[src/assert_macros.svh]
// Assertion macros shared by the controller RTL.
`ifndef ASSERT_MACROS_SVH
`define ASSERT_MACROS_SVH

// Same-cycle implication, disabled during reset.
`define ASSERT_IMPLY(label, clk, rst, ante, cons) \
  label: assert property (@(posedge clk) disable iff (rst) (ante) |-> (cons)) \
    else $error("assertion failed: same-cycle implication");

// Next-cycle implication, disabled during reset.
`define ASSERT_NEXT(label, clk, rst, ante, cons) \
  label: assert property (@(posedge clk) disable iff (rst) (ante) |=> (cons)) \
    else $error("assertion failed: next-cycle implication");

`endif

[src/pid_pkg.sv]
// Package with the item types, register indexes and fixed widths of the PID controller.
`timescale 1ns / 1ps
package pid_pkg;

  localparam int ERROR_WIDTH = 16;
  localparam int TICK_WIDTH  = 16;
  localparam int GAIN_WIDTH  = 16;
  localparam int DRIVE_WIDTH = 32;
  localparam int DIGIT_WIDTH = 16;

  localparam logic [1:0] CFG_PROPORTIONAL = 2'd0;
  localparam logic [1:0] CFG_INTEGRAL     = 2'd1;
  localparam logic [1:0] CFG_DERIVATIVE   = 2'd2;

  localparam logic signed [GAIN_WIDTH-1:0] GAIN_RESET = 16'sd256;

  typedef struct packed {
    logic signed [ERROR_WIDTH-1:0] error_value;
    logic [TICK_WIDTH-1:0]         elapsed_ticks;
  } in_item_t;

  typedef struct packed {
    logic signed [DRIVE_WIDTH-1:0] drive;
    logic                          rejected;
  } out_item_t;

endpackage

[src/pid_div.sv]
// Radix-2 restoring divider for unsigned operands, one quotient bit per cycle.
`timescale 1ns / 1ps
module pid_div #(
  parameter int NUM_WIDTH = 24,
  parameter int DEN_WIDTH = 16
) (
  input  logic                 clk,
  input  logic                 rst,
  input  logic                 start,
  input  logic [NUM_WIDTH-1:0] dividend,
  input  logic [DEN_WIDTH-1:0] divisor,
  output logic                 busy,
  output logic [NUM_WIDTH-1:0] quotient
);

  localparam int CW = $clog2(NUM_WIDTH);

  logic [CW-1:0]        cnt;
  logic [DEN_WIDTH-1:0] rem;
  logic [DEN_WIDTH-1:0] dvs;
  logic [NUM_WIDTH-1:0] quo;
  logic [DEN_WIDTH:0]   rem_sh;
  logic [DEN_WIDTH:0]   rem_diff;
  logic                 ge;

  assign rem_sh   = {rem, quo[NUM_WIDTH-1]};
  assign ge       = rem_sh >= {1'b0, dvs};
  assign rem_diff = rem_sh - {1'b0, dvs};
  assign quotient = quo;

  always_ff @(posedge clk) begin
    if (rst) begin
      busy <= 1'b0;
      cnt  <= '0;
    end else if (start) begin
      busy <= 1'b1;
      cnt  <= '0;
      rem  <= '0;
      dvs  <= divisor;
      quo  <= dividend;
    end else if (busy) begin
      rem <= ge ? rem_diff[DEN_WIDTH-1:0] : rem_sh[DEN_WIDTH-1:0];
      quo <= {quo[NUM_WIDTH-2:0], ge};
      cnt <= cnt + 1'b1;
      if (cnt == CW'(NUM_WIDTH - 1)) begin
        busy <= 1'b0;
      end
    end
  end

endmodule

[src/pid_controller_step.sv]
// Top level of the fixed-point PID controller that turns one error item into one drive item.
//
// Input channel in_valid/in_stall/in_item carries an error and the ticks since the last
// step; output channel out_valid/out_stall/out_item returns the drive and a rejected flag.
// An item moves on a channel at a clock edge with valid high and stall low.
// Gains are written on cfg_valid/cfg_ready with cfg_index 0, 1, 2 for the proportional,
// integral and derivative gain; cfg_ready is always high and other indexes are ignored.
// An item with zero ticks raises out_valid with the held drive and the rejected flag set.
// For any other item the serial divider for the derivative gives one quotient bit per
// cycle, and then the derivative gain products are formed on the shared 17x17 multiplier
// and the result is registered. The proportional and integral products use the same
// multiplier while the divider runs. One item is processed at a time; in_stall is high
// from acceptance until its result enters the output register.
// The output register holds a finished result while out_stall is high; the next item
// may be accepted and worked on meanwhile, and waits for the register to free.
// Synchronous reset sets all gains to 256 (1.0 at the default 8 fraction bits), clears the
// integral, previous error and held drive, and empties the output register.
`timescale 1ns / 1ps
`include "assert_macros.svh"
module pid_controller_step #(
  parameter int GAIN_FRAC_BITS = 8,
  parameter int INTEGRAL_WIDTH = 48
) (
  input  logic              clk,
  input  logic              rst,
  input  logic              in_valid,
  output logic              in_stall,
  input  pid_pkg::in_item_t in_item,
  output logic              out_valid,
  input  logic              out_stall,
  output pid_pkg::out_item_t out_item,
  input  logic              cfg_valid,
  output logic              cfg_ready,
  input  logic [1:0]        cfg_index,
  input  logic [15:0]       cfg_data
);

  localparam int F    = GAIN_FRAC_BITS;
  localparam int IW   = INTEGRAL_WIDTH;
  localparam int EW   = pid_pkg::ERROR_WIDTH;
  localparam int DGT  = pid_pkg::DIGIT_WIDTH;
  localparam int NW   = EW + F;
  localparam int DW   = NW + 1;
  localparam int OPW  = (IW > DW) ? IW : DW;
  localparam int NDM  = (OPW + DGT - 1) / DGT;
  localparam int BW   = NDM * DGT;
  localparam int NDI  = (IW + DGT - 1) / DGT;
  localparam int NDD  = (DW + DGT - 1) / DGT;
  localparam int DGW  = $clog2(NDM);
  localparam int AW   = IW + 2 * F + 17;
  localparam int SW   = AW - 2 * F;
  localparam int SHW  = $clog2(DGT * NDM + F + 1);
  localparam int PW   = 2 * (DGT + 1);
  localparam int SUMW = ((IW > 33) ? IW : 33) + 1;
  localparam int OW   = pid_pkg::DRIVE_WIDTH;

  typedef enum logic [3:0] {
    IDLE, MUL_ET, SAT_I, MUL_P, MUL_I, WAIT_DIV, MUL_D, DRAIN, FINISH, EMIT
  } state_t;

  state_t state;

  logic signed [15:0]    kp, ki, kd;
  logic signed [IW-1:0]  integral_sum;
  logic signed [EW-1:0]  previous_error;
  logic signed [OW-1:0]  held_drive;

  logic signed [EW-1:0]  e_q;
  logic [15:0]           t_q;
  logic                  d_neg;
  logic [BW-1:0]         mul_b;
  logic [DGW-1:0]        dig;
  logic signed [PW-1:0]  prod;
  logic [SHW-1:0]        prod_sh;
  logic                  prod_acc;
  logic [AW-1:0]         acc;
  pid_pkg::out_item_t    res;

  logic                  accept;
  logic                  rej_accept;
  logic                  step_accept;
  logic signed [EW:0]    diff;
  logic [EW-1:0]         diff_mag;
  logic                  div_busy;
  logic [NW-1:0]         div_q;
  logic signed [DW-1:0]  d_val;
  logic [DGT-1:0]        digit;
  logic signed [DGT:0]   a17, b17;
  logic signed [PW-1:0]  prod_next;
  logic [SHW-1:0]        prod_sh_next;
  logic                  prod_acc_next;
  logic [AW-1:0]         acc_add;
  logic [SUMW-1:0]       i_sum;
  logic [SUMW-IW:0]      i_hi;
  logic signed [IW-1:0]  i_sat;
  logic [SW-1:0]         sh_acc;
  logic [SW-OW:0]        o_hi;
  logic signed [OW-1:0]  drive_sat;

  assign cfg_ready   = 1'b1;
  assign in_stall    = (state != IDLE);
  assign accept      = in_valid && !in_stall;
  assign rej_accept  = accept && (in_item.elapsed_ticks == '0);
  assign step_accept = accept && (in_item.elapsed_ticks != '0);

  assign diff     = (EW + 1)'(in_item.error_value) - (EW + 1)'(previous_error);
  assign diff_mag = diff[EW] ? EW'(-diff) : diff[EW-1:0];

  pid_div #(
    .NUM_WIDTH(NW),
    .DEN_WIDTH(16)
  ) u_div (
    .clk     (clk),
    .rst     (rst),
    .start   (step_accept),
    .dividend(NW'(diff_mag) << F),
    .divisor (in_item.elapsed_ticks),
    .busy    (div_busy),
    .quotient(div_q)
  );

  assign d_val = d_neg ? -DW'({1'b0, div_q}) : DW'({1'b0, div_q});
  assign digit = mul_b[DGT * dig +: DGT];

  always_comb begin
    a17           = '0;
    b17           = '0;
    prod_sh_next  = '0;
    prod_acc_next = 1'b0;
    unique case (state)
      MUL_ET: begin
        a17 = (DGT + 1)'(e_q);
        b17 = {1'b0, t_q};
      end
      MUL_P: begin
        a17           = (DGT + 1)'(kp);
        b17           = (DGT + 1)'(e_q);
        prod_sh_next  = SHW'(F);
        prod_acc_next = 1'b1;
      end
      MUL_I: begin
        a17           = (DGT + 1)'(ki);
        b17           = (dig == DGW'(NDI - 1)) ? (DGT + 1)'($signed(digit)) : {1'b0, digit};
        prod_sh_next  = SHW'(DGT * int'(dig) + F);
        prod_acc_next = 1'b1;
      end
      MUL_D: begin
        a17           = (DGT + 1)'(kd);
        b17           = (dig == DGW'(NDD - 1)) ? (DGT + 1)'($signed(digit)) : {1'b0, digit};
        prod_sh_next  = SHW'(DGT * int'(dig));
        prod_acc_next = 1'b1;
      end
      default: begin
        a17 = '0;
      end
    endcase
  end

  assign prod_next = a17 * b17;
  assign acc_add   = AW'(prod) << prod_sh;

  assign i_sum = SUMW'(integral_sum) + SUMW'($signed(prod[32:0]));
  assign i_hi  = i_sum[SUMW-1:IW-1];
  assign i_sat = ((&i_hi) || !(|i_hi)) ? i_sum[IW-1:0]
               : (i_sum[SUMW-1] ? {1'b1, {(IW - 1){1'b0}}} : {1'b0, {(IW - 1){1'b1}}});

  assign sh_acc    = acc[AW-1:2*F];
  assign o_hi      = sh_acc[SW-1:OW-1];
  assign drive_sat = ((&o_hi) || !(|o_hi)) ? sh_acc[OW-1:0]
                   : (sh_acc[SW-1] ? {1'b1, {(OW - 1){1'b0}}} : {1'b0, {(OW - 1){1'b1}}});

  always_ff @(posedge clk) begin
    if (rst) begin
      kp <= pid_pkg::GAIN_RESET;
      ki <= pid_pkg::GAIN_RESET;
      kd <= pid_pkg::GAIN_RESET;
    end else if (cfg_valid && cfg_ready) begin
      unique case (cfg_index)
        pid_pkg::CFG_PROPORTIONAL: kp <= cfg_data;
        pid_pkg::CFG_INTEGRAL:     ki <= cfg_data;
        pid_pkg::CFG_DERIVATIVE:   kd <= cfg_data;
        default: begin
        end
      endcase
    end
  end

  always_ff @(posedge clk) begin
    prod    <= prod_next;
    prod_sh <= prod_sh_next;
    if (rst) begin
      state          <= IDLE;
      prod_acc       <= 1'b0;
      out_valid      <= 1'b0;
      integral_sum   <= '0;
      previous_error <= '0;
      held_drive     <= '0;
    end else begin
      prod_acc <= prod_acc_next;
      if (prod_acc) begin
        acc <= acc + acc_add;
      end
      if (out_valid && !out_stall && (state != EMIT)) begin
        out_valid <= 1'b0;
      end
      unique case (state)
        IDLE: begin
          if (in_valid) begin
            e_q   <= in_item.error_value;
            t_q   <= in_item.elapsed_ticks;
            d_neg <= diff[EW];
            acc   <= '0;
            if (in_item.elapsed_ticks == '0) begin
              res.drive    <= held_drive;
              res.rejected <= 1'b1;
              state        <= EMIT;
            end else begin
              state <= MUL_ET;
            end
          end
        end
        MUL_ET: begin
          state <= SAT_I;
        end
        SAT_I: begin
          integral_sum <= i_sat;
          mul_b        <= BW'(i_sat);
          state        <= MUL_P;
        end
        MUL_P: begin
          dig   <= '0;
          state <= MUL_I;
        end
        MUL_I: begin
          dig <= dig + 1'b1;
          if (dig == DGW'(NDI - 1)) begin
            state <= WAIT_DIV;
          end
        end
        WAIT_DIV: begin
          if (!div_busy) begin
            mul_b <= BW'(d_val);
            dig   <= '0;
            state <= MUL_D;
          end
        end
        MUL_D: begin
          dig <= dig + 1'b1;
          if (dig == DGW'(NDD - 1)) begin
            state <= DRAIN;
          end
        end
        DRAIN: begin
          state <= FINISH;
        end
        FINISH: begin
          held_drive     <= drive_sat;
          previous_error <= e_q;
          res.drive      <= drive_sat;
          res.rejected   <= 1'b0;
          state          <= EMIT;
        end
        EMIT: begin
          if (!out_valid || !out_stall) begin
            out_item  <= res;
            out_valid <= 1'b1;
            state     <= IDLE;
          end
        end
        default: begin
          state <= IDLE;
        end
      endcase
    end
  end

  `ASSERT_NEXT(a_reject_keeps_sum, clk, rst, rej_accept, $stable(integral_sum))
  `ASSERT_NEXT(a_reject_keeps_error, clk, rst, rej_accept, $stable(previous_error))
  `ASSERT_NEXT(a_reject_keeps_drive, clk, rst, rej_accept, $stable(held_drive))
  `ASSERT_NEXT(a_step_starts_divider, clk, rst, step_accept, div_busy)
  `ASSERT_IMPLY(a_idle_divider_free, clk, rst, state == IDLE, !div_busy)
  `ASSERT_NEXT(a_emit_holds, clk, rst, (state == EMIT) && out_valid && out_stall, state == EMIT)

endmodule

[config.mk]
export PLATFORM = sky130hd
export DESIGN_NAME = pid_controller_step
export DESIGN_NICKNAME = d
export VERILOG_FILES = /design/src/pid_pkg.sv /design/src/pid_div.sv /design/src/pid_controller_step.sv
export VERILOG_INCLUDE_DIRS = /design/src /design/src/src
export SDC_FILE = /design/constraint.sdc
export NUM_CORES = 2
export LEC_CHECK = 0
export BUFFER_PORTS_ARGS = -buffer_cell sky130_fd_sc_hd__clkbuf_2
export CAP_MARGIN = 20
export CELL_PAD_IN_SITES_DETAIL_PLACEMENT = 1
export CELL_PAD_IN_SITES_GLOBAL_PLACEMENT = 1
export CORE_MARGIN = 2
export CORE_UTILIZATION = 40
export CTS_CLUSTER_SIZE = 8
export DETAILED_ROUTE_END_ITERATION = 12
export PLACE_DENSITY = 0.79
export SETUP_SLACK_MARGIN = 0.2
export SYNTH_ARGS = -nofsm -noshare
export SYNTH_HDL_FRONTEND = slang
export SYNTH_SLANG_ARGS = --single-unit
[constraint.sdc]
create_clock -name clk -period 24 [get_ports clk]
set_clock_uncertainty 0.2 [all_clocks]
set_input_delay 4.8 -clock clk [delete_from_list [all_inputs] [get_ports clk]]
set_output_delay 4.8 -clock clk [all_outputs]
set_load 0.02 [all_outputs]
* Word level (Yosys, flattened, before mapping) *
Index checks and enable logic that the tools add are counted.

word-level totals
  logic and storage cells = 140
  register bits after elaboration = 482
  input bits = 55

cells by class
  shift-type cells = 2
  $mul = 1
  reduce and logical (&&, ||, !) cells = 39
  mux-type cells = 39
  eq/ne operators = 21
  bitwise logic cells = 1
  $add $sub $neg = 9
  order comparisons = 1

operators with widths
  cell                                          number
  2-to-1 mux 81 bit                             3
  2-to-1 mux 48 bit                             3
  case mux 17 bit (4 select lines)              2
  case mux 48 bit (2 select lines)              1
  adder 81 bit                                  1
  << shifter 81 x 6 -> 81 bit                   1
  2-to-1 mux 33 bit                             2
  case mux 33 bit (2 select lines)              1
  2-to-1 mux 32 bit                             2
  adder 48 x 33 -> 49 bit                       1
  2-to-1 mux 16 bit                             3
  2-to-1 mux 24 bit                             2
  variable part select 48 x 7 -> 16 bit         1
  case mux 4 bit (10 select lines)              1
  multiplier 17 x 17 -> 34 bit                  1
  2-to-1 mux 17 bit                             2
  AND reduction 34 bit                          1
  OR reduction 34 bit                           1
  2-to-1 mux 25 bit                             1
  negation 24 -> 25 bit                         1
  2-to-1 mux 4 bit                              6
  case mux 6 bit (3 select lines)               1
  greater-or-equal comparator 17 x 16 -> 1 bit  1
  subtractor 16 x 16 -> 17 bit                  1
  other kinds (34)                              73

* Longest topological paths before layout *
  word-level depth = 6
  depth in mapped cells = 34
  mapped depth without buffers = 30

* Modules after synthesis *
From an unflattened synthesis, not the netlist that was laid out.

second synthesis, totals
  cells, all modules = 4,478
  area, all modules = 40,497.6 um2

by module, submodules not included
  module               instances  area each (um2)  cells an instance  seq. area each (um2)
  pid_controller_step  1          37,111.8         4,206              10,650.2
  pid_div              1          3,385.7          272                1,801.7

* Worst setup path before layout *
OpenSTA, ideal clock, no wires.

  kind = in2reg
  start point = input rst
  end point = register out_item[0] (netlist name) (enable)
  buffers on the path = 2
  data required time = 23.329 ns
  library setup time = 0.471 ns
  stages = 3
  setup slack = 15.638 ns
  arrival = 7.691 ns
  cell sequence = clkbuf_1 > buf_1 > nor3b_1

between the ends
  longest elaborated chain between the ends = 2

ends and longest elaborated chain
  element                        RTL line                    RTL
  start, declared                pid_controller_step.sv:25   input logic rst,
  inverter 1 bit (no line)       --
  AND reduction 3 bit (no line)  --
  end signal, assigned           pid_controller_step.sv:265  out_item <= res;
  end, declared                  pid_controller_step.sv:31   output pid_pkg::out_item_t out_item,

Every way passes these cells.
A chain may end at the register's enable or synchronous reset.

* Worst setup path after layout *
  start point = register state[0]
  end point = register prod[33]

between the ends
  longest elaborated chain between the ends = 3
  elaborated cells between the ends (all ways) = 7
  those cells by class = 1 x mul; 4 x eq/ne; 2 x mux

ends and longest elaborated chain
  element                                         RTL line                    RTL
  start, declared                                 pid_controller_step.sv:61   state_t state;
  start signal, assigned                          pid_controller_step.sv:192  state <= IDLE;
  start signal, assigned                          pid_controller_step.sv:216  state <= EMIT;
  start signal, assigned                          pid_controller_step.sv:218  state <= MUL_ET;
  == test 4 x 3 -> 1 bit (tied with other cells)  pid_controller_step.sv:130  unique case (state)
  case mux 17 bit (4 select lines)                pid_controller_step.sv:130
  multiplier 17 x 17 -> 34 bit (*)                pid_controller_step.sv:159  assign prod_next = a17 * b17;
  named net prod_next[33]                         pid_controller_step.sv:89   logic signed [PW-1:0] prod_next;
  end signal, assigned                            pid_controller_step.sv:189  prod <= prod_next;
  end, declared                                   pid_controller_step.sv:73   logic signed [PW-1:0] prod;

Mark *: on every way through the listed nets, which the timed path passes. The rest lies on a longest branch.

==> results.toml <==
[status]
status = "completed"

[synth]
syn_area_mm2 = 0.04020
synth_nets = 5101
synth-seq-cells = 479
synth_flop_cell = "edfxtp_1"
postSynthCellCount = 4506
ys_seq_area_frac = 0.3097
synth_edf_count = 286
avgSynthCellArea_um2 = 8.922
synthArstFlopShare = 0
ys_types = 91
yosysWarnings = 0

[finish]
fin_cells = 5829
syn2layout_area_growth_pct = 9.191
drive_gt1_frac = 0.07395
n_fill_cell = 11650
layout_commonest_cell = "nand2_1"
final_nets = 5075
final_cell_mix = "nand2_1 (540), nor2_1 (455), inv_1 (428), a21oi_1 (350), fa_1 (290)"

[cts]
cts_buffers = 71
cts-root-buf = "clkbuf_16"
clock-sinks = 479
cts_resized = 0
cts_tree = "done"
postCtsHoldBufs = 0
clock_path_buffers = 3
htree_num_levels = 3
clk_latency_ns = 0.63
path_clk_slew_ns = 0.06
cts_setup_buffers = 0

[floorplan]
std_cell_rows = 116
start_util = 0.4026
die_h_um = 321.0
die-width_um = 321.0
die_area_mm2 = 0.1031
io_pins = 91
core_area_mm2 = 0.09986

[timing]
period_needed_ns = 9.398
clock.fmax_mhz = 106.4
tightestPinTransition_ns = 1.079
hold_violations = 0
max_slew_margin = 0.2806
rsz0062_at_grt = "false"
setup_violations = 0
fin_crit_sh = 0.3916
setup_tns_ns = 0
slew_viol_final = 0

[setup_path]
rr_worst_depth = 27
crit_family = "adder cells"
worst-path-stages = 27
crit_type = "reg2reg"
crit_slowest_cell = "nor3_2"
cp_num_buf_inv = 6
startpoint_type = "flop"
crit_arrival_ns = 9.68
worst_path_most_repeated_cell = "fa_1"
critPathMaxFanout = 17
cp_data_required_time_ns = 24.28
r2r-end = "prod[33]"
critical_path.endpoint_type = "flop"
rr_startpoint = "state[0]"
cpPeakStageDelay_ns = 0.79
r2r_setup_slack_ns = 14.60

[placement]
place_inst = 5702
gp_congestion = 0.9597
io_buffers = 89
dp_hpwl_um = 102600

[global_route]
antenna_found_initial = 2
grt_pass1_vias = 35580
grt_pass1_wl_um = 206500
track_usage = 0.2570
grt_max_degree = 72
grt_overflow_total = 0

[job]
maxCapViolCount = 0

[route]
wl_per_cell_um = 22.75
via_per_inst = 5.765
num_vias = 33600
drt_pass1_iterations = 7
antenna_left = 0
drt_iter0_markers = 2401
drc = 0
wl_um = 132600

[power_and_ir_drop]
p_leak_nw = 18.70
p_clk_frac = 0.247
p_total_w = 0.003848
power_switching_w = 0.001654
p_int_w = 0.002194
power-per-cell-area_mw_per_mm2 = 87.67
switching_share = 0.4298
power_frac_comb = 0.466
irDropWorstVdd_uv = 54.00
seqPwrFrac = 0.287

[worst_hold_path]
hold_class = "reg2reg"
worstHoldStart = "res[27]"
hold_end = "out_item[27]"
hold_path_depth = 0
## synthesized netlist by cell type, drive strengths merged, types with 32 or more instances
master / instances / area (µm²)
a211oi: 39 / 292.8
nor2: 460 / 1727
mux2: 32 / 360.4
ha: 250 / 3128
xnor2: 129 / 1130
mux2i: 87 / 870.8
o31ai: 49 / 409.1
nand4: 64 / 400.4
nand2: 541 / 2033
nor3: 51 / 265.3
a21oi: 353 / 1774
and2: 69 / 431.7
dfxtp: 193 / 3864
fa: 290 / 5806
xor2: 77 / 674.4
nand2b: 40 / 250.2
o21ai: 245 / 1230
inv: 430 / 1614
a21o: 93 / 698.2
nor2b: 33 / 206.5
edfxtp: 286 / 8588
clkbuf: 209 / 784.5
nand3: 38 / 190.2
## through the flow
stage / hold slack (ns) / area (µm²) / util / setup WS, ns
2_1_floorplan: 0.2003 / 40200 / - / 15.64
3_3_place_gp: 0.2014 / 41780 / 0.4184 / 15.07
3_5_place_dp: 0.2063 / 41800 / 0.4186 / 14.72
4_1_cts: 0.2182 / 43860 / 0.4393 / 14.67
5_1_grt: 0.2236 / 43890 / 0.4396 / 14.06
6_report: 0.2162 / 43900 / 0.4396 / 14.60
## layout make-up
cell class | instances | area [µm²] | share of cell area
Inverter | 431 | 1620 | 0.03691
Clock buffer | 118 | 2014 | 0.04589
Tap cell | 1298 | 1624 | 0.03700
Multi-Input combinational cell | 3362 | 25310 | 0.5766
Timing Repair Buffer | 135 | 813.3 | 0.01853
Clock inverter | 5 | 50.05 | 0.001140
Sequential cell | 479 | 12460 | 0.2838
Antenna cell | 1 | 2.502 | 0.00005701
## routing by layer
| layer | vias up | share of wire | GRT usage |
|---|---|---|---|
| met2 | 1040 | 0.48 | 0.4395 |
| met1 | 16760 | 0.41 | 0.3242 |
| met4 | 0 | 0.050 | 0.1158 |
| met5 | - | 0 | 0 |
| li1 | 15450 | - | - |
| met3 | 344 | 0.056 | 0.03249 |
## logic make-up (layout without fill, tap and decap cells)
logic type | count (synthesis) | count (layout) | synth area share
compound gates | 1042 | 1042 | 0.1650
xor+xnor | 206 | 206 | 0.04488
fa+ha+maj | 545 | 545 | 0.2235
buf+inv | 665 | 689 | 0.06246
flops | 479 | 479 | 0.3097
mux | 119 | 119 | 0.03063
other cells | 1 | 2 | 0.00009328
simple gates | 1449 | 1449 | 0.1637
## worst max-delay path by stage
stage	slack, ns	endpoint	start
6_report	14.60	prod[33]	state[0]
3_3_place_gp	15.07	prod[33]	dig[0]
4_1_cts	14.67	prod[33]	state[0]
2_1_floorplan	15.64	out_item[0]	rst
5_1_grt	14.06	prod[33]	state[0]
3_5_place_dp	14.72	prod[33]	state[0]
## power groups by stage
stage	registers, W	clock network (W)	logic (W)
final	0.00110	0.000950	0.00179
after global routing	0.00111	0.00100	0.00198
after CTS	0.00110	0.000965	0.00178
after detailed placement	0.00111	0	0.00177
after global placement	0.00111	0	0.00171
after floorplan	0.00105	0	0.00128
## registers in the layout, summed over array words and instances (netlist names), 3 cells and up
name and flops:
acc 81, e_q 16, held_drive 32, integral_sum 48
kd 16, ki 16, kp 16, mul_b 48
out_item 33, previous_error 16, prod 34, prod_sh 3
res 33, state 4, t_q 16, u_div.cnt 5
u_div.dvs 16, u_div.quotient 24, u_div.rem 16
Note: power is estimated with default switching activity, not from simulation.
